### src/hdl/cfp_pkg.sv
`timescale 1ns / 1ps

package cfp_pkg;

  // frame layout
  localparam int HDR_LEN          = 8;
  localparam int MAX_PAYLOAD_DFLT = 255;

  // crc-8, poly x^8 + x^2 + x + 1, msb first
  localparam logic [7:0] CRC_POLY = 8'h07;
  localparam logic [7:0] CRC_INIT = 8'h00;

  // register reset values
  localparam logic [7:0] SYNC_RST    = 8'd60;
  localparam logic [7:0] MASK_RST    = 8'd248;
  localparam logic [7:0] VERSION_RST = 8'd32;

  localparam int CFG_IDX_W = 2;

  typedef enum logic [CFG_IDX_W-1:0] {
    CFG_SYNC    = 2'd0,
    CFG_MASK    = 2'd1,
    CFG_VERSION = 2'd2
  } cfg_idx_t;

  typedef struct packed {
    logic [7:0] sync_value;
    logic [7:0] type_mask;
    logic [7:0] type_version;
  } cfg_t;

  typedef enum logic [2:0] {
    EV_HDR  = 3'd0,
    EV_DATA = 3'd1,
    EV_GOOD = 3'd2,
    EV_BAD  = 3'd3,
    EV_DROP = 3'd4
  } event_t;

  typedef enum logic [5:0] {
    PH_SYNC = 6'b000001,
    PH_TYPE = 6'b000010,
    PH_LEN  = 6'b000100,
    PH_ID   = 6'b001000,
    PH_DATA = 6'b010000,
    PH_CRC  = 6'b100000
  } phase_t;

  function automatic logic [7:0] crc8_update(input logic [7:0] crc, input logic [7:0] b);
    logic [7:0] v;
    v = crc ^ b;
    for (int i = 0; i < 8; i++) begin
      v = v[7] ? ({v[6:0], 1'b0} ^ CRC_POLY) : {v[6:0], 1'b0};
    end
    return v;
  endfunction

endpackage

### src/hdl/cfp_cfg_regs.sv
`timescale 1ns / 1ps

module cfp_cfg_regs import cfp_pkg::*; (
  input  logic                 clk,
  input  logic                 rst,
  input  logic                 cfg_valid,
  output logic                 cfg_ready,
  input  logic [CFG_IDX_W-1:0] cfg_index,
  input  logic [7:0]           cfg_data,
  output cfg_t                 cfg
);

  assign cfg_ready = 1'b1;

  always_ff @(posedge clk) begin
    if (rst) begin
      cfg.sync_value   <= SYNC_RST;
      cfg.type_mask    <= MASK_RST;
      cfg.type_version <= VERSION_RST;
    end else if (cfg_valid && cfg_ready) begin
      case (cfg_index)
        CFG_SYNC:    cfg.sync_value   <= cfg_data;
        CFG_MASK:    cfg.type_mask    <= cfg_data;
        CFG_VERSION: cfg.type_version <= cfg_data;
        default:     ;  // unmapped index, write dropped
      endcase
    end
  end

endmodule

### src/hdl/cfp_parser.sv
`timescale 1ns / 1ps

module cfp_parser import cfp_pkg::*; #(
  parameter int MAX_PAYLOAD = MAX_PAYLOAD_DFLT
) (
  input  logic        clk,
  input  logic        rst,
  input  cfg_t        cfg,
  input  logic        in_valid,
  output logic        in_stall,
  input  logic [7:0]  rx_byte,
  output logic        out_valid,
  input  logic        out_stall,
  output logic [2:0]  event_res,
  output logic [7:0]  data_byte,
  output logic [7:0]  byte_index,
  output logic [7:0]  msg_type,
  output logic [31:0] obj_id,
  output logic [8:0]  frame_length
);

  localparam logic [15:0] LEN_MIN = 16'(HDR_LEN);
  localparam logic [15:0] LEN_MAX = 16'(MAX_PAYLOAD + HDR_LEN);

  phase_t      phase, phase_next;
  logic [7:0]  crc, crc_next;
  logic [7:0]  count, count_next;
  logic [7:0]  type_store, type_next;
  logic [8:0]  len_store, len_next;
  logic [31:0] id_store, id_next;
  event_t      ev;
  logic [7:0]  dbyte, didx;
  logic [7:0]  crc_upd;
  logic [15:0] full_len;
  logic        accept;

  // result register frees up when its item is taken
  assign in_stall = out_valid && out_stall;
  assign accept   = in_valid && !in_stall;

  assign crc_upd  = crc8_update(crc, rx_byte);
  assign full_len = {rx_byte, len_store[7:0]};

  always_comb begin
    phase_next = phase;
    crc_next   = crc;
    count_next = count;
    type_next  = type_store;
    len_next   = len_store;
    id_next    = id_store;
    ev         = EV_HDR;
    dbyte      = 8'd0;
    didx       = 8'd0;
    case (phase)
      PH_TYPE: begin
        crc_next = crc_upd;
        if ((rx_byte & cfg.type_mask) == cfg.type_version) begin
          type_next  = rx_byte;
          count_next = 8'd0;
          phase_next = PH_LEN;
        end else begin
          ev         = EV_DROP;
          phase_next = PH_SYNC;
        end
      end
      PH_LEN: begin
        crc_next = crc_upd;
        if (count == 8'd0) begin
          len_next   = {1'b0, rx_byte};
          count_next = 8'd1;
        end else begin
          if (full_len < LEN_MIN || full_len > LEN_MAX) begin
            ev         = EV_DROP;
            phase_next = PH_SYNC;
          end else begin
            len_next   = full_len[8:0];
            phase_next = PH_ID;
          end
          count_next = 8'd0;
        end
      end
      PH_ID: begin
        crc_next = crc_upd;
        // little endian, first byte clears the upper lanes
        case (count[1:0])
          2'd0:    id_next = {24'd0, rx_byte};
          2'd1:    id_next[15:8]  = rx_byte;
          2'd2:    id_next[23:16] = rx_byte;
          default: id_next[31:24] = rx_byte;
        endcase
        if (count >= 8'd3) begin
          count_next = 8'd0;
          phase_next = (len_store == 9'(HDR_LEN)) ? PH_CRC : PH_DATA;
        end else begin
          count_next = count + 8'd1;
        end
      end
      PH_DATA: begin
        crc_next = crc_upd;
        ev       = EV_DATA;
        dbyte    = rx_byte;
        didx     = count;
        if ({1'b0, count} + 9'd1 >= len_store - 9'(HDR_LEN)) begin
          count_next = 8'd0;
          phase_next = PH_CRC;
        end else begin
          count_next = count + 8'd1;
        end
      end
      PH_CRC: begin
        ev         = (rx_byte == crc) ? EV_GOOD : EV_BAD;
        phase_next = PH_SYNC;
      end
      default: begin
        // hunting for sync
        phase_next = PH_SYNC;
        if (rx_byte == cfg.sync_value) begin
          crc_next   = crc8_update(CRC_INIT, rx_byte);
          phase_next = PH_TYPE;
        end
      end
    endcase
  end

  always_ff @(posedge clk) begin
    if (rst) begin
      phase      <= PH_SYNC;
      crc        <= CRC_INIT;
      count      <= 8'd0;
      type_store <= 8'd0;
      len_store  <= 9'd0;
      id_store   <= 32'd0;
    end else if (accept) begin
      phase      <= phase_next;
      crc        <= crc_next;
      count      <= count_next;
      type_store <= type_next;
      len_store  <= len_next;
      id_store   <= id_next;
    end
  end

  always_ff @(posedge clk) begin
    if (rst) begin
      out_valid <= 1'b0;
    end else if (accept) begin
      out_valid <= 1'b1;
    end else if (!out_stall) begin
      out_valid <= 1'b0;
    end
  end

  always_ff @(posedge clk) begin
    if (accept) begin
      event_res    <= ev;
      data_byte    <= dbyte;
      byte_index   <= didx;
      msg_type     <= type_next;
      obj_id       <= id_next;
      frame_length <= len_next;
    end
  end

  a_accept_loads: assert property (@(posedge clk) disable iff (rst)
    accept |=> out_valid)
    else $error("accepted item produced no result");

  a_no_overwrite: assert property (@(posedge clk) disable iff (rst)
    (out_valid && out_stall) |=> out_valid && $stable(event_res) && $stable(obj_id))
    else $error("stalled result changed");

  a_payload_len: assert property (@(posedge clk) disable iff (rst)
    (out_valid && event_res == EV_DATA) |-> (frame_length > 9'(HDR_LEN)
      && {1'b0, byte_index} < frame_length - 9'(HDR_LEN)))
    else $error("payload byte outside declared length");

  a_side_zero: assert property (@(posedge clk) disable iff (rst)
    (out_valid && event_res != EV_DATA) |-> (data_byte == 8'd0 && byte_index == 8'd0))
    else $error("data fields set on non-payload result");

endmodule

### src/hdl/crc8_checked_frame_parser.sv
`timescale 1ns / 1ps
// a result is registered when its byte is accepted and appears in the next cycle
// throughput: one byte per cycle; the single result register is the only buffer,
//   so input stall follows output stall while a result is held
// reset (rst, synchronous): parser back to sync hunt, crc and stored header fields
//   cleared, result register empty, registers to sync 60, mask 248, version 32

module crc8_checked_frame_parser import cfp_pkg::*; #(
  parameter int MAX_PAYLOAD = MAX_PAYLOAD_DFLT  // largest payload in bytes, 1 to 255
) (
  input  logic                 clk,
  input  logic                 rst,
  // configuration writes
  input  logic                 cfg_valid,
  output logic                 cfg_ready,
  input  logic [CFG_IDX_W-1:0] cfg_index,
  input  logic [7:0]           cfg_data,
  // received byte stream, one item per byte
  input  logic                 in_valid,
  output logic                 in_stall,
  input  logic [7:0]           rx_byte,
  // one result item per received byte
  output logic                 out_valid,
  input  logic                 out_stall,
  output logic [2:0]           event_res,
  output logic [7:0]           data_byte,
  output logic [7:0]           byte_index,
  output logic [7:0]           msg_type,
  output logic [31:0]          obj_id,
  output logic [8:0]           frame_length
);

  // live register values for the parser
  cfg_t cfg;

  cfp_cfg_regs u_cfg (
    .clk       (clk),
    .rst       (rst),
    .cfg_valid (cfg_valid),
    .cfg_ready (cfg_ready),
    .cfg_index (cfg_index),
    .cfg_data  (cfg_data),
    .cfg       (cfg)
  );

  // frame state machine, running crc and result register; each byte
  // is handled in the cycle it is accepted
  cfp_parser #(
    .MAX_PAYLOAD (MAX_PAYLOAD)
  ) u_parser (
    .clk          (clk),
    .rst          (rst),
    .cfg          (cfg),
    .in_valid     (in_valid),
    .in_stall     (in_stall),
    .rx_byte      (rx_byte),
    .out_valid    (out_valid),
    .out_stall    (out_stall),
    .event_res    (event_res),
    .data_byte    (data_byte),
    .byte_index   (byte_index),
    .msg_type     (msg_type),
    .obj_id       (obj_id),
    .frame_length (frame_length)
  );

endmodule

### config.mk
export PLATFORM = sky130hd
export DESIGN_NAME = crc8_checked_frame_parser
export DESIGN_NICKNAME = d
export VERILOG_FILES = /design/src/hdl/cfp_pkg.sv /design/src/hdl/cfp_cfg_regs.sv /design/src/hdl/cfp_parser.sv /design/src/hdl/crc8_checked_frame_parser.sv
export SDC_FILE = /design/constraint.sdc
export NUM_CORES = 1
export LEC_CHECK = 0
export ABC_AREA = 1
export BUFFER_PORTS_ARGS = -buffer_cell sky130_fd_sc_hd__buf_2
export CAP_MARGIN = 20
export CORE_UTILIZATION = 61
export CTS_BUF_LIST = sky130_fd_sc_hd__clkbuf_8
export CTS_CLUSTER_SIZE = 25
export DETAILED_ROUTE_END_ITERATION = 10
export PLACE_DENSITY = 0.92
export SYNTH_ARGS = -nofsm -noshare
export SYNTH_HDL_FRONTEND = slang
export SYNTH_HIERARCHICAL = 1
export SYNTH_SLANG_ARGS = --single-unit
### constraint.sdc
create_clock -name clk -period 4.4 [get_ports clk]
set_input_delay 0.88 -clock clk [delete_from_list [all_inputs] [get_ports clk]]
set_output_delay 0.88 -clock clk [all_outputs]
set_load 0.01 [all_outputs]
; Word level (Yosys, flattened, before mapping)
; Index checks and enable logic that the tools add are counted.
; W data, S select, Z words.
[op_classes]
n_reduce_logical = 17
multipliers = 0
bitwise = 19
add_sub_neg = 3
order_cmp = 4
n_shift = 0
n_div = 0
mux = 48
n_eq_ne = 18
[ops]
columns = op, n
row1 = $pmux W8 S2, 4
row2 = $mux W3, 20
row3 = $mux W8, 7
row4 = $not A3 Y3, 16
row5 = $mux W32, 1
row6 = $pmux W8 S4, 1
row7 = $pmux W6 S5, 1
row8 = $mux W9, 3
row9 = $eq A8 B8 Y1, 3
row10 = $mux W6, 4
row11 = $gt A16 B9 Y1 const B, 1
row12 = $lt A16 B4 Y1 const B, 1
row13 = $pmux W3 S4, 1
row14 = $add A8 B1 Y9 const B, 1
row15 = $eq A9 B4 Y1 const B, 1
row16 = $ge A9 B9 Y1, 1
row17 = $sub A9 B4 Y9 const B, 1
row18 = $add A8 B1 Y8 const B, 1
row19 = $and A8 B8 Y8, 1
row20 = $ge A8 B2 Y1 const B, 1
row21 = $logic_not A8 Y1, 1
row22 = $ne A2 B1 Y1 const B, 4
row23 = $xor A8 B8 Y8, 1
row24 = $eq A6 B2 Y1 const B, 1
row25 = 22 further kinds, 32
[word_totals]
inputBits = 23
ff_bits = 164
ramBits = 0
n_memories = 0
romBits = 0
word_cells = 125
latchBits = 0

; Logic depth before layout (Yosys ltp)
; Gate-level depths: netlist (run 1).
[depth]
depth_word = 18
ltp_mapped = 18
depth_no_buf = 18

; Modules after synthesis
; The synthesis (run 1) kept the hierarchy.
[by_module_without_submodules]
columns = mod, area_per_inst_um2, cells_per_inst, instances, seq_area_each_um2
row1 = cfp_parser, 7174.4, 871, 1, 3483.3
row2 = cfp_cfg_regs, 1039.7, 141, 1, 480.5

; Least setup slack after synthesis (run 1)
; OpenSTA, ideal clock, no wires.
[synth_timing]
path_kind = input-to-reg
startpoint = input port out_stall
endpoint = register u_parser.type_store[0]
slack_ps = 617
n_path_buf = 1
setup_ps = 113
required_time_ps = 4287
path_stages = 7
t_arrival_ps = 3670
path_cell_list = nand2_1 -> inv_2 -> nor2_2 -> clkbuf_1 -> o211ai_1 -> nand2_1 -> inv_1
[synth_between]
elab_chain_len = 3
[synth_lines]
columns = item, line_no
row1 = from (decl), crc8_checked_frame_parser.sv:24  ; input logic out_stall,
row2 = $logic_and A1 B1 Y1, cfp_parser.sv:38  ; assign in_stall = out_valid && out_stall;
row3 = named net in_stall, crc8_checked_frame_parser.sv:20  ; output logic in_stall,
row4 = $logic_not A1 Y1, cfp_parser.sv:39  ; assign accept = in_valid && !in_stall;
row5 = $logic_and A1 B1 Y1, cfp_parser.sv:39
row6 = named net u_parser.accept, cfp_parser.sv:35  ; logic accept;
row7 = to (signal assigned), cfp_parser.sv:137  ; type_store <= type_next;
row8 = to (decl), cfp_parser.sv:28  ; logic [7:0] type_store, type_next;
; The timed path passes the listed nets, and every way through them passes these cells.
; A chain may end at the register's enable or synchronous reset.

; Final worst setup path (run 1)
[layout_timing]
startpoint = register u_parser.count[0]
endpoint = register u_parser.phase[0]
[layout_between]
elab_chain_len = 4
word_cells_on_any_way = 8
cone_classes = add/sub: 1 / order compare: 2 / eq/ne: 3 / reduce/logical: 2
[layout_lines]
columns = item, line_no
row1 = from (decl), cfp_parser.sv:27  ; logic [7:0] count, count_next;
row2 = from (signal assigned), cfp_parser.sv:136  ; count <= count_next;
row3 = $add A8 B1 Y9, cfp_parser.sv:103  ; if ({1'b0, count} + 9'd1 >= len_store - 9'(HDR_LEN)) begin
row4 = $ge A9 B9 Y1, cfp_parser.sv:103
row5 = $ne A2 B1 Y1 (no line), n/a
row6 = $reduce_and A4 Y1 (no line) (*), n/a
row7 = to (signal assigned), cfp_parser.sv:134  ; phase <= phase_next;
row8 = to (decl), cfp_parser.sv:25  ; phase_t phase, phase_next;
; Every way passes the cells marked *; elsewhere a longest branch is shown, timed or not.

==> flow_metrics.env, run 1 <==
export IMPL_outcome="finished, final reports clean"
export IMPL_dp_hpwl_um=12370
export IMPL_p_leak_nw=4.356
export IMPL_die_height_um=118.0
export IMPL_required_ns=4.75
export IMPL_layout_min_cycle_time_ns=3.130
export IMPL_netlist_area_mm2=0.008214
export IMPL_endpoint_kind="flip-flop"
export IMPL_first_iter_violations=777
export IMPL_p_total_mw=3.209
export IMPL_grt_pass1_vias=6478
export IMPL_timing_final_crit_share=0.7113
export IMPL_dieArea_mm2=0.01393
export IMPL_fill_cells=998
export IMPL_maxSlewHeadroom=0.4491
export IMPL_drt_pass1_iterations=5
export IMPL_port_buffer_count=92
export IMPL_ys_flop_type="dfxtp_1"
export IMPL_drive_gt1_frac=0.1538
export IMPL_maxCapViolCount=0
export IMPL_clk_root_buffer_cell="clkbuf_8"
export IMPL_io_pins=94
export IMPL_switching_share=0.2751
export IMPL_async_reset_ff_frac=0
export IMPL_grtUsageTotal=0.2711
export IMPL_min_from="u_cfg/cfg[13]"
export IMPL_vias_per_cell=5.553
export IMPL_fin_worst_skew_ns=0.02184
export IMPL_slew_viol_final=0
export IMPL_cts_setup_buffers=0
export IMPL_drc=0
export IMPL_worstHoldEndpoint="u_cfg/cfg[13]"
export IMPL_wl_um=18650
export IMPL_ys_seq_area_frac=0.4826
export IMPL_fmax_mhz=319.5
export IMPL_synth_top_cell_area_share=0.2486
export IMPL_start_util=0.6227
export IMPL_rr_startpoint="u_parser/count[0]"
export IMPL_synthCells=1012
export IMPL_worst_pin_slew_ns=0.8264
export IMPL_cts_resized=0
export IMPL_yosysUniqueCellTypes=37
export IMPL_avgRoutedWirePerCell_um=14.62
export IMPL_ant_nets=0
export IMPL_critPathKind="reg -> reg"
export IMPL_hp_class="reg -> reg"
export IMPL_grt_pass1_wl_um=29900
export IMPL_hold_viol=0
export IMPL_clockBufferDepth=2
export IMPL_switchingPower_mw=0.8828
export IMPL_ys_warn_count=6
export IMPL_cts_htree_levels=4
export IMPL_tritoncts="built"
export IMPL_ff2ff_path_depth=16
export IMPL_clkTransAtPathRegs_ns=0.10
export IMPL_synth_top_area_cell="edfxtp_1"
export IMPL_worst_endpoint_arrival_ns=3.48
export IMPL_finalSetupTns_ns=0
export IMPL_multiInputGateArea_mm2=0.003332
export IMPL_grt_antenna_before_repair=0
export IMPL_fin_nets=1132
export IMPL_synth_edf_count=68
export IMPL_fp_dieW_um=118.0
export IMPL_cp_start_kind="flip-flop"
export IMPL_via_count=7080
export IMPL_power_density_mw_per_mm2=354.2
export IMPL_finalSetupViolations=0
export IMPL_grt_max_degree=47
export IMPL_gp_congestion=0.9095
export IMPL_pwr_share_seq=0.534
export IMPL_regArea_mm2=0.003964
export IMPL_syn_to_final_growth_pct=10.30
export IMPL_avgSynthCellArea_um2=8.117
export IMPL_gr_total_overflow=0
export IMPL_combPwrFrac=0.128
export IMPL_reg2reg_slack_ns=1.27
export IMPL_hold_buffers=0
export IMPL_ys_top_cells_by_area="edfxtp_1, dfxtp_1, nand2_1, inv_1, a21oi_1"
export IMPL_cts_sinks=164
export IMPL_n_antenna_cell=0
export IMPL_ir_drop_v=0.0002405
export IMPL_insertion_delay_ns=0.47
export IMPL_rsz0062_at_grt="false"
export IMPL_numCtsBuffers=17
export IMPL_num_rows=42
export IMPL_coreArea_mm2=0.01319
export IMPL_ys_ff_latch=164
export IMPL_r2r_end="u_parser/phase[0]"
export IMPL_holdPathStages=2
export IMPL_synth_fp_nets=1058
export IMPL_cp_max_fo=12
export IMPL_pwr_share_clk=0.337
export IMPL_p_int_mw=2.326
[Yosys cell counts (17+ instances only)]
cell,n
a21oi_1,77
clkbuf_1,17
dfxtp_1,96
edfxtp_1,68
ha_1,23
inv_1,163
nand2_1,204
nand3_1,49
nor2_1,71
o21ai_0,55
o21ai_1,19
o22ai_1,24
xnor2_1,17
xor2_1,26
[metal layers]
metal,global-route usage,vias up,part of all wire
li1,-,3402,-
met1,0.3338,3294,0.41
met2,0.4588,332,0.49
met3,0.05233,52,0.068
met4,0.1250,0,0.030
met5,0,-,0
[layout make-up]
cell class / count / area share
Inverter: 174 / 0.07237
Timing Repair Buffer: 97 / 0.05496
Multi-Input combinational cell: 632 / 0.3678
Tap cell: 176 / 0.02431
Clock inverter: 15 / 0.01726
Clock buffer: 17 / 0.02583
Sequential cell: 164 / 0.4375
[cell families after synthesis]
logic type,after synthesis,share of synthesized area
DFF,164,0.4826
adders and majority gates,23,0.03503
other,1,0.0004565
xor gates and xnor gates,43,0.04585
and+or+nand+nor,378,0.2021
buffers and inverters,216,0.1124
AOI/OAI and AO/OA,187,0.1216
[worst max path at each step]
stage | start | endpoint
floorplan | out_stall | u_parser/type_store[0]
global placement | u_parser/count[0] | u_parser/phase[0]
detailed placement | u_parser/count[0] | u_parser/phase[0]
CTS | u_parser/count[0] | u_parser/phase[0]
global route | u_parser/count[0] | u_parser/phase[0]
finish | u_parser/count[0] | u_parser/phase[0]
[worst max-delay path, stage by stage, from the launching register on]
cell and delay [ns]:
dfxtp_1 0.43, inv_1 0.15, nor3_1 0.58, nand3_1 0.15, nand2_1 0.16, inv_1 0.07, ha_1 0.28, nand2_1 0.06
nor2_1 0.14, nand3_1 0.08, nand2_1 0.15, nor2_4 0.06, nor2_2 0.08, buf_4 0.21, nand2_1 0.18, a21oi_1 0.16
nand2_1 0.06
[power by group through the flow]
| stage | Combinational (mW) | Clock (mW) | Sequential, mW |
|---|---|---|---|
| global placement | 0.384 | 0 | 1.74 |
| detailed placement | 0.401 | 0 | 1.75 |
| floorplan | 0.269 | 0 | 1.77 |
| global route | 0.456 | 1.15 | 1.72 |
| CTS | 0.406 | 1.10 | 1.71 |
| finish | 0.412 | 1.08 | 1.71 |
[metrics by stage]
| stage | util | worst slack (ns) | instances | area, um^2 | hold slack, ns |
|---|---|---|---|---|---|
| global route | 0.6869 | 0.9330 | 1275 | 9060 | 0.5139 |
| global placement | 0.6573 | 1.532 | 1243 | 8670 | 0.4585 |
| floorplan | - | 0.6173 | 1012 | 8214 | 0.4422 |
| CTS | 0.6869 | 1.335 | 1275 | 9060 | 0.4844 |
| detailed placement | 0.6573 | 1.364 | 1243 | 8670 | 0.4650 |
| finish | 0.6869 | 1.270 | 1275 | 9060 | 0.4855 |
[cells in the final DEF, fill, tap and decap left out, types with 3 or more instances in the layout]
cell        n
clkbuf_8   17
a21oi_1    77
nor2_2     11
ha_1       23
xor2_1     26
nor2_4      5
dfxtp_1    96
nand3_1    49
buf_2      92
nand4_1    12
xnor2_1    17
o21ai_1    19
nand2_2    10
clkinv_4    4
nand2_1   204
edfxtp_1   68
inv_2       8
buf_4       5
nor3_1      6
nor2_1     71
clkinv_1    3
o22ai_1    24
nand3b_1    4
inv_1     164
o21ai_0    55
o211ai_1    8
[sequential cells by signal, indices dropped and copies added (netlist names)]
signal and cells:
u_parser/id_store 32, u_parser/obj_id 32, u_cfg/cfg 24, u_parser/frame_length 9, u_parser/len_store 9, u_parser/byte_index 8
u_parser/count 8, u_parser/crc 8, u_parser/data_byte 8, u_parser/msg_type 8, u_parser/type_store 8, u_parser/phase 6
u_parser/event_res 3, u_parser/out_valid 1
No activity file was read; power rests on OpenSTA's default activity.
==> inputs of run 2 (changes only) <==
--- a/config.mk
+++ b/config.mk
@@ -5,14 +5,14 @@
 export SDC_FILE = /design/constraint.sdc
 export NUM_CORES = 1
 export LEC_CHECK = 0
-export ABC_AREA = 1
+export ABC_AREA = 0
 export BUFFER_PORTS_ARGS = -buffer_cell sky130_fd_sc_hd__buf_2
 export CAP_MARGIN = 20
-export CORE_UTILIZATION = 61
+export CORE_UTILIZATION = 60
 export CTS_BUF_LIST = sky130_fd_sc_hd__clkbuf_8
 export CTS_CLUSTER_SIZE = 25
 export DETAILED_ROUTE_END_ITERATION = 10
-export PLACE_DENSITY = 0.92
+export PLACE_DENSITY = 0.91
 export SYNTH_ARGS = -nofsm -noshare
 export SYNTH_HDL_FRONTEND = slang
 export SYNTH_HIERARCHICAL = 1
==> constraint.sdc (replaced) <==
create_clock -name clk -period 3.1 [get_ports clk]
set_input_delay 0.62 -clock clk [delete_from_list [all_inputs] [get_ports clk]]
set_output_delay 0.62 -clock clk [all_outputs]
set_load 0.01 [all_outputs]
==> run 2 against run 1 <==
  * Global-route usage down 0.48 points
  * Register-to-register slack worse by 1.0 ns
  * Worst setup slack worse by 1.0 ns
  * Critical path type unchanged
  * Largest cell class unchanged
  * Highest routed layer unchanged
==> flow_metrics.env, run 2 <==
export IMPL_gp_congestion=0.8816
export IMPL_hp_class="in -> reg"
export IMPL_ys_top_cells_by_area="edfxtp_1, dfxtp_1, mux2i_1, ha_1, nand2_1"
export IMPL_rr_startpoint="u_parser/count[0]"
export IMPL_avgSynthCellArea_um2=10.33
export IMPL_worst_pin_slew_ns=0.6570
export IMPL_rsz0062_at_grt="false"
export IMPL_critPathKind="reg -> reg"
export IMPL_dieArea_mm2=0.01354
export IMPL_power_density_mw_per_mm2=471.2
export IMPL_cp_start_kind="flip-flop"
export IMPL_multiInputGateArea_mm2=0.003622
export IMPL_drt_pass1_iterations=5
export IMPL_pre_cts_slack_ns=0.1510
export IMPL_drive_gt1_frac=0.2063
export IMPL_avgRoutedWirePerCell_um=16.95
export IMPL_finalWorstSetupSlack_ns=0.2319
export IMPL_num_rows=41
export IMPL_dp_cells=993
export IMPL_timing_final_crit_share=0.9252
export IMPL_slowest_delay_ns=0.42
export IMPL_maxSlewHeadroom=0.5590
export IMPL_drc=0
export IMPL_wl_um=17370
export IMPL_layout_min_cycle_time_ns=2.868
export IMPL_io_pins=94
export IMPL_grt_pass1_vias=5546
export IMPL_dp_hpwl_um=11170
export IMPL_outcome="finished, final reports clean"
export IMPL_worstHoldEndpoint="u_parser/out_valid"
export IMPL_top_regs="u_parser/id_store (32), u_parser/obj_id (32), u_cfg/cfg (24)"
export IMPL_fin_cells=1025
export IMPL_crit_family="simple AND/OR/NAND/NOR gates"
export IMPL_p_leak_nw=3.646
export IMPL_gr_total_overflow=0
export IMPL_grtUsageTotal=0.2663
export IMPL_hold_viol=0
export IMPL_clk_root_buffer_cell="clkbuf_8"
export IMPL_clockBufferDepth=2
export IMPL_die_height_um=116.4
export IMPL_grt_pass1_wl_um=27230
export IMPL_synth_most_common_cell="dfxtp_1"
export IMPL_port_buffer_count=92
export IMPL_cts_setup_buffers=0
export IMPL_synth_fp_nets=806
export IMPL_synth_top_cell_area_share=0.2601
export IMPL_clkTransAtPathRegs_ns=0.08
export IMPL_ir_drop_v=0.0003625
export IMPL_fin_nets=886
export IMPL_worst_path_stages=13
export IMPL_yosysUniqueCellTypes=60
export IMPL_cts_sinks=164
export IMPL_required_ns=3.51
export IMPL_start_util=0.6195
export IMPL_finalSetupViolations=0
export IMPL_regArea_mm2=0.003966
export IMPL_via_count=6023
export IMPL_fp_dieW_um=116.4
export IMPL_coreArea_mm2=0.01267
export IMPL_holdPathStages=2
export IMPL_ff2ff_path_depth=13
export IMPL_p_total_mw=4.170
export IMPL_fmax_mhz=348.7
export IMPL_synth_edf_count=68
export IMPL_vias_per_cell=5.876
export IMPL_grt_max_degree=86
export IMPL_use_met2=0.4367
export IMPL_maxCapViolCount=0
export IMPL_min_from="in_valid"
export IMPL_cp_num_buf_inv=1
export IMPL_grt_antenna_before_repair=0
export IMPL_worst_endpoint_arrival_ns=3.28
export IMPL_n_antenna_cell=0
export IMPL_synthTopCellsByCount="dfxtp_1, nand2_1, edfxtp_1"
export IMPL_tritoncts="built"
export IMPL_post_route_util=0.6984
export IMPL_final_common_cell="dfxtp_1"
export IMPL_numCtsBuffers=17
export IMPL_ys_flop_type="dfxtp_1"
export IMPL_async_reset_ff_frac=0
export IMPL_layout_common_cells="dfxtp_1, buf_2, nand2_1"
export IMPL_ys_warn_count=6
export IMPL_reg2reg_slack_ns=0.23
export IMPL_grt_most_used_layer="met2"
export IMPL_synthCells=760
export IMPL_synth_top_area_cell="edfxtp_1"
export IMPL_use_met1=0.3345
export IMPL_slowest_stage="dfxtp_2"
export IMPL_cp_max_fo=9
export IMPL_ys_ff_latch=164
export IMPL_fill_cells=903
export IMPL_fin_worst_skew_ns=0.01248
export IMPL_ant_nets=0
export IMPL_finalSetupTns_ns=0
export IMPL_slew_viol_final=0
export IMPL_first_iter_violations=504
export IMPL_syn_to_final_growth_pct=12.74
export IMPL_netlist_area_mm2=0.007850
export IMPL_r2r_end="u_parser/count[7]"
export IMPL_use_met3=0.05864
export IMPL_path_cells="ha_2 -> and3_1 -> and3_1 -> nand2b_1 -> nand2_1 -> ha_1 -> and4_1 -> a21oi_1 -> o211a_1 -> a21oi_1 -> buf_4 -> nor2_1 -> a22o_1"
export IMPL_ys_seq_area_frac=0.5049
export IMPL_insertion_delay_ns=0.47
export IMPL_endpoint_kind="flip-flop"
export IMPL_hold_buffers=0
export IMPL_cts_htree_levels=4
[run 2: cell count changes in the layout (fill, tap and decap cells not counted), moves of 21 or more]
cell	previous run	this run
inv_1	164	19
nand2_1	204	74
nand3_1	49	9
mux2i_1	0	38
a21oi_1	77	48
nand2b_1	0	29
a22o_1	0	28
o21ai_0	55	29
o22ai_1	24	0
nor2_1	71	50
[run 2: worst max path at each step]
stage / from / end / slack, ns
floorplan: u_parser/count[0] / u_parser/count[1] / 0.43
global placement: u_parser/count[0] / u_parser/phase[5] / 0.32
detailed placement: u_parser/count[0] / u_parser/phase[5] / 0.15
CTS: u_parser/count[0] / u_parser/phase[5] / 0.12
global route: u_parser/count[0] / u_parser/phase[5] / 0.05
finish: u_parser/count[0] / u_parser/count[7] / 0.23
[run 2: timing repair]
| action | 4_1_cts | 5_1_grt |
|---|---|---|
| hold endpoints to repair | 0 | 0 |
| setup endpoints to repair | 0 | 8 |
| resized for setup | 0 | 4 |
[run 2: power breakdown]
group | internal, mW | switching, mW | leakage [nW] | total (mW)
Sequential | 2.31 | 0.0296 | 1.46 | 2.34
Combinational | 0.141 | 0.228 | 1.99 | 0.369
Clock | 0.672 | 0.784 | 0.189 | 1.46
Total | 3.13 | 1.04 | 3.65 | 4.17
[run 2: logic make-up after synthesis]
| kind of cell | after synthesis | synth area share |
|---|---|---|
| simple gates | 251 | 0.1674 |
| flops | 164 | 0.5049 |
| compound gates | 149 | 0.1264 |
| buf+inv | 66 | 0.03411 |
| mux | 56 | 0.07427 |
| xor+xnor | 50 | 0.05579 |
| fa+ha+maj | 23 | 0.03666 |
| other cells | 1 | 0.0004777 |
[run 2: area by class of cell]
cell class	count	area share
inverter	17	0.007352
clock inverter	13	0.01258
multi-input combinational	530	0.4093
tap	172	0.02432
sequential	164	0.4482
timing repair buffer	110	0.06871
clock buffer	19	0.02955
[run 2: stage by stage]
stage,hold WS (ns),area [um^2]
after detailed placement,0.4473,8471
final,0.3842,8850
after global routing,0.3756,8850
after CTS,0.3714,8843
after floorplan,0.4360,7851
after global placement,0.4408,8471
[run 2: metal layers]
metal  wire length [um]  up-vias
met2               8490      265
met1               7391     2875
li1                   -     2844
met5                  0        -
met4                412        0
met3               1078       39
==> inputs of run 3 (changes only) <==
--- a/config.mk
+++ b/config.mk
@@ -13,6 +13,7 @@
 export CTS_CLUSTER_SIZE = 25
 export DETAILED_ROUTE_END_ITERATION = 10
 export PLACE_DENSITY = 0.91
+export RECOVER_POWER = 100
 export SYNTH_ARGS = -nofsm -noshare
 export SYNTH_HDL_FRONTEND = slang
 export SYNTH_HIERARCHICAL = 1
==> run 3 against run 2 <==
  * The run now ends with capacitance limit, slew limit left
  * Register-to-register slack got worse by 0.07 ns
  * Sequential share of layout area rose by 0.77 points
  * Total power shrank 0.57%
  * Global-route usage unchanged
  * Clock skew decreased by 0.0012 ns
  * Hold slack improved by 0.0010 ns
  * Sequential cell count unchanged
  * Routed wire length is essentially flat
  * Worst setup slack got worse by 0.074 ns
==> flow_metrics.env, run 3 (synthesized netlist as in run 2, its figures left out) <==
export IMPL_outcome="complete, but fails checks"
export IMPL_failed_checks="capacitance limit, slew limit"
export IMPL_fin_worst_skew_ns=0.01128
export IMPL_combPwrFrac=0.085
export IMPL_maxCapViolCount=1
export IMPL_reg2reg_slack_ns=0.16
export IMPL_io_pins=94
export IMPL_fin_cells=1025
export IMPL_syn_to_final_growth_pct=10.82
export IMPL_tritoncts="built"
export IMPL_hp_class="in -> reg"
export IMPL_layout_common_cells="dfxtp_1, clkbuf_1, nand2_1"
export IMPL_rsz0062_at_grt="false"
export IMPL_n_antenna_cell=0
export IMPL_pwr_share_clk=0.349
export IMPL_port_buffer_count=92
export IMPL_worstHoldEndpoint="u_parser/out_valid"
export IMPL_drt_pass1_iterations=9
export IMPL_fill_cells=971
export IMPL_grt_pass1_wl_um=27230
export IMPL_power_density_mw_per_mm2=476.6
export IMPL_dieArea_mm2=0.01354
export IMPL_fmax_mhz=339.9
export IMPL_fin_nets=886
export IMPL_grtUsageTotal=0.2663
export IMPL_p_int_mw=3.113
export IMPL_cts_sinks=164
export IMPL_dp_hpwl_um=11170
export IMPL_wl_um=17360
export IMPL_start_util=0.6195
export IMPL_num_rows=41
export IMPL_ant_nets=0
export IMPL_finalSetupViolations=0
export IMPL_ff2ff_path_depth=6
export IMPL_clockBufferDepth=2
export IMPL_rr_startpoint="u_parser/phase[4]"
export IMPL_critPathKind="reg -> reg"
export IMPL_worst_endpoint_arrival_ns=3.22
export IMPL_layout_min_cycle_time_ns=2.942
export IMPL_vias_per_cell=5.827
export IMPL_die_height_um=116.4
export IMPL_fp_dieW_um=116.4
export IMPL_grt_antenna_before_repair=0
export IMPL_dp_cells=993
export IMPL_required_ns=3.38
export IMPL_drive_gt1_frac=0.1055
export IMPL_grt_pass1_vias=5546
export IMPL_maxSlewHeadroom=-0.1588
export IMPL_timing_final_crit_share=0.9491
export IMPL_p_leak_nw=3.376
export IMPL_grt_max_degree=86
export IMPL_cp_start_kind="flip-flop"
export IMPL_finalSetupTns_ns=0
export IMPL_switchingPower_mw=1.034
export IMPL_insertion_delay_ns=0.47
export IMPL_hold_viol=0
export IMPL_drc=0
export IMPL_cp_max_fo=10
export IMPL_avgRoutedWirePerCell_um=16.94
export IMPL_clkTransAtPathRegs_ns=0.08
export IMPL_via_count=5973
export IMPL_r2r_end="u_parser/id_store[11]"
export IMPL_cts_htree_levels=4
export IMPL_slew_viol_final=44
export IMPL_worst_pin_slew_ns=1.738
export IMPL_clk_root_buffer_cell="clkbuf_8"
export IMPL_coreArea_mm2=0.01267
export IMPL_pwr_share_seq=0.566
export IMPL_gr_total_overflow=0
export IMPL_min_from="in_valid"
export IMPL_switching_share=0.2493
export IMPL_top_regs="u_parser/id_store (32), u_parser/obj_id (32), u_cfg/cfg (24)"
export IMPL_gp_congestion=0.8816
export IMPL_endpoint_kind="flip-flop"
export IMPL_numCtsBuffers=17
export IMPL_final_common_cell="dfxtp_1"
export IMPL_first_iter_violations=546
export IMPL_holdPathStages=2
export IMPL_ir_drop_v=0.0003608
[run 3: how the worst max path moves through the flow]
stage,startpoint,endpoint,slack [ns]
3_3_place_gp,u_parser/count[0],u_parser/phase[5],0.32
4_1_cts,u_parser/count[0],u_parser/phase[5],0.12
3_5_place_dp,u_parser/count[0],u_parser/phase[5],0.15
6_report,u_parser/phase[4],u_parser/id_store[11],0.16
2_1_floorplan,u_parser/count[0],u_parser/count[1],0.43
5_1_grt,u_parser/phase[4],u_parser/id_store[4],0.04
[run 3: per-stage QoR]
| step | setup WS [ns] | total power, mW | instance area, um^2 | util | hold WS (ns) |
|---|---|---|---|---|---|
| finish | 0.1579 | 4.147 | 8700 | 0.6866 | 0.3852 |
| global route | 0.04143 | 4.297 | 8700 | 0.6866 | 0.3756 |
| CTS | 0.1180 | 4.176 | 8843 | 0.6979 | 0.3714 |
| detailed placement | 0.1510 | 2.757 | 8471 | 0.6685 | 0.4473 |
| global placement | 0.3213 | 2.747 | 8471 | 0.6685 | 0.4408 |
| floorplan | 0.4269 | 2.635 | 7851 | - | 0.4360 |
[run 3: repair_timing]
| action | 4_1_cts | 5_1_grt |
|---|---|---|
| hold buffers | 0 | 0 |
| resized for setup | 0 | 4 |
| setup buffers | 0 | 0 |
| setup endpoints to repair | 0 | 8 |
[run 3: layer usage]
metal | up-vias | part of all wire | track usage | wire length [um]
li1 | 2850 | - | - | -
met1 | 2809 | 0.42 | 0.3345 | 7249
met2 | 270 | 0.48 | 0.4367 | 8361
met3 | 44 | 0.074 | 0.05864 | 1283
met4 | 0 | 0.027 | 0.1282 | 465
met5 | - | 0 | 0 | 0
[run 3: power by group through the flow]
stage	clock [mW]	sequential [mW]	combinational (mW)
final	1.45	2.35	0.352
after global routing	1.56	2.36	0.386
after CTS	1.46	2.34	0.366
after global placement	0	2.39	0.355
after detailed placement	0	2.39	0.362
after floorplan	0	2.42	0.220
[run 3: area by class of cell]
class / count / area (um^2) / area share
flip-flops and latches: 164 / 3966 / 0.4559
multi-input cells: 530 / 3595 / 0.4132
repair buffers: 110 / 485.5 / 0.05580
clock buffers: 19 / 261.5 / 0.03006
well taps: 172 / 215.2 / 0.02474
clock inverters: 13 / 111.4 / 0.01280
inverters: 17 / 65.06 / 0.007479
[run 3: worst max-delay path: stages, from the launching register on]
cell     delay [ns]
dfxtp_1        0.39
or4_1          0.60
nor3b_2        0.66
o21ai_0        0.56
a22o_1         0.36
nand2_1        0.10
a21oi_1        0.08
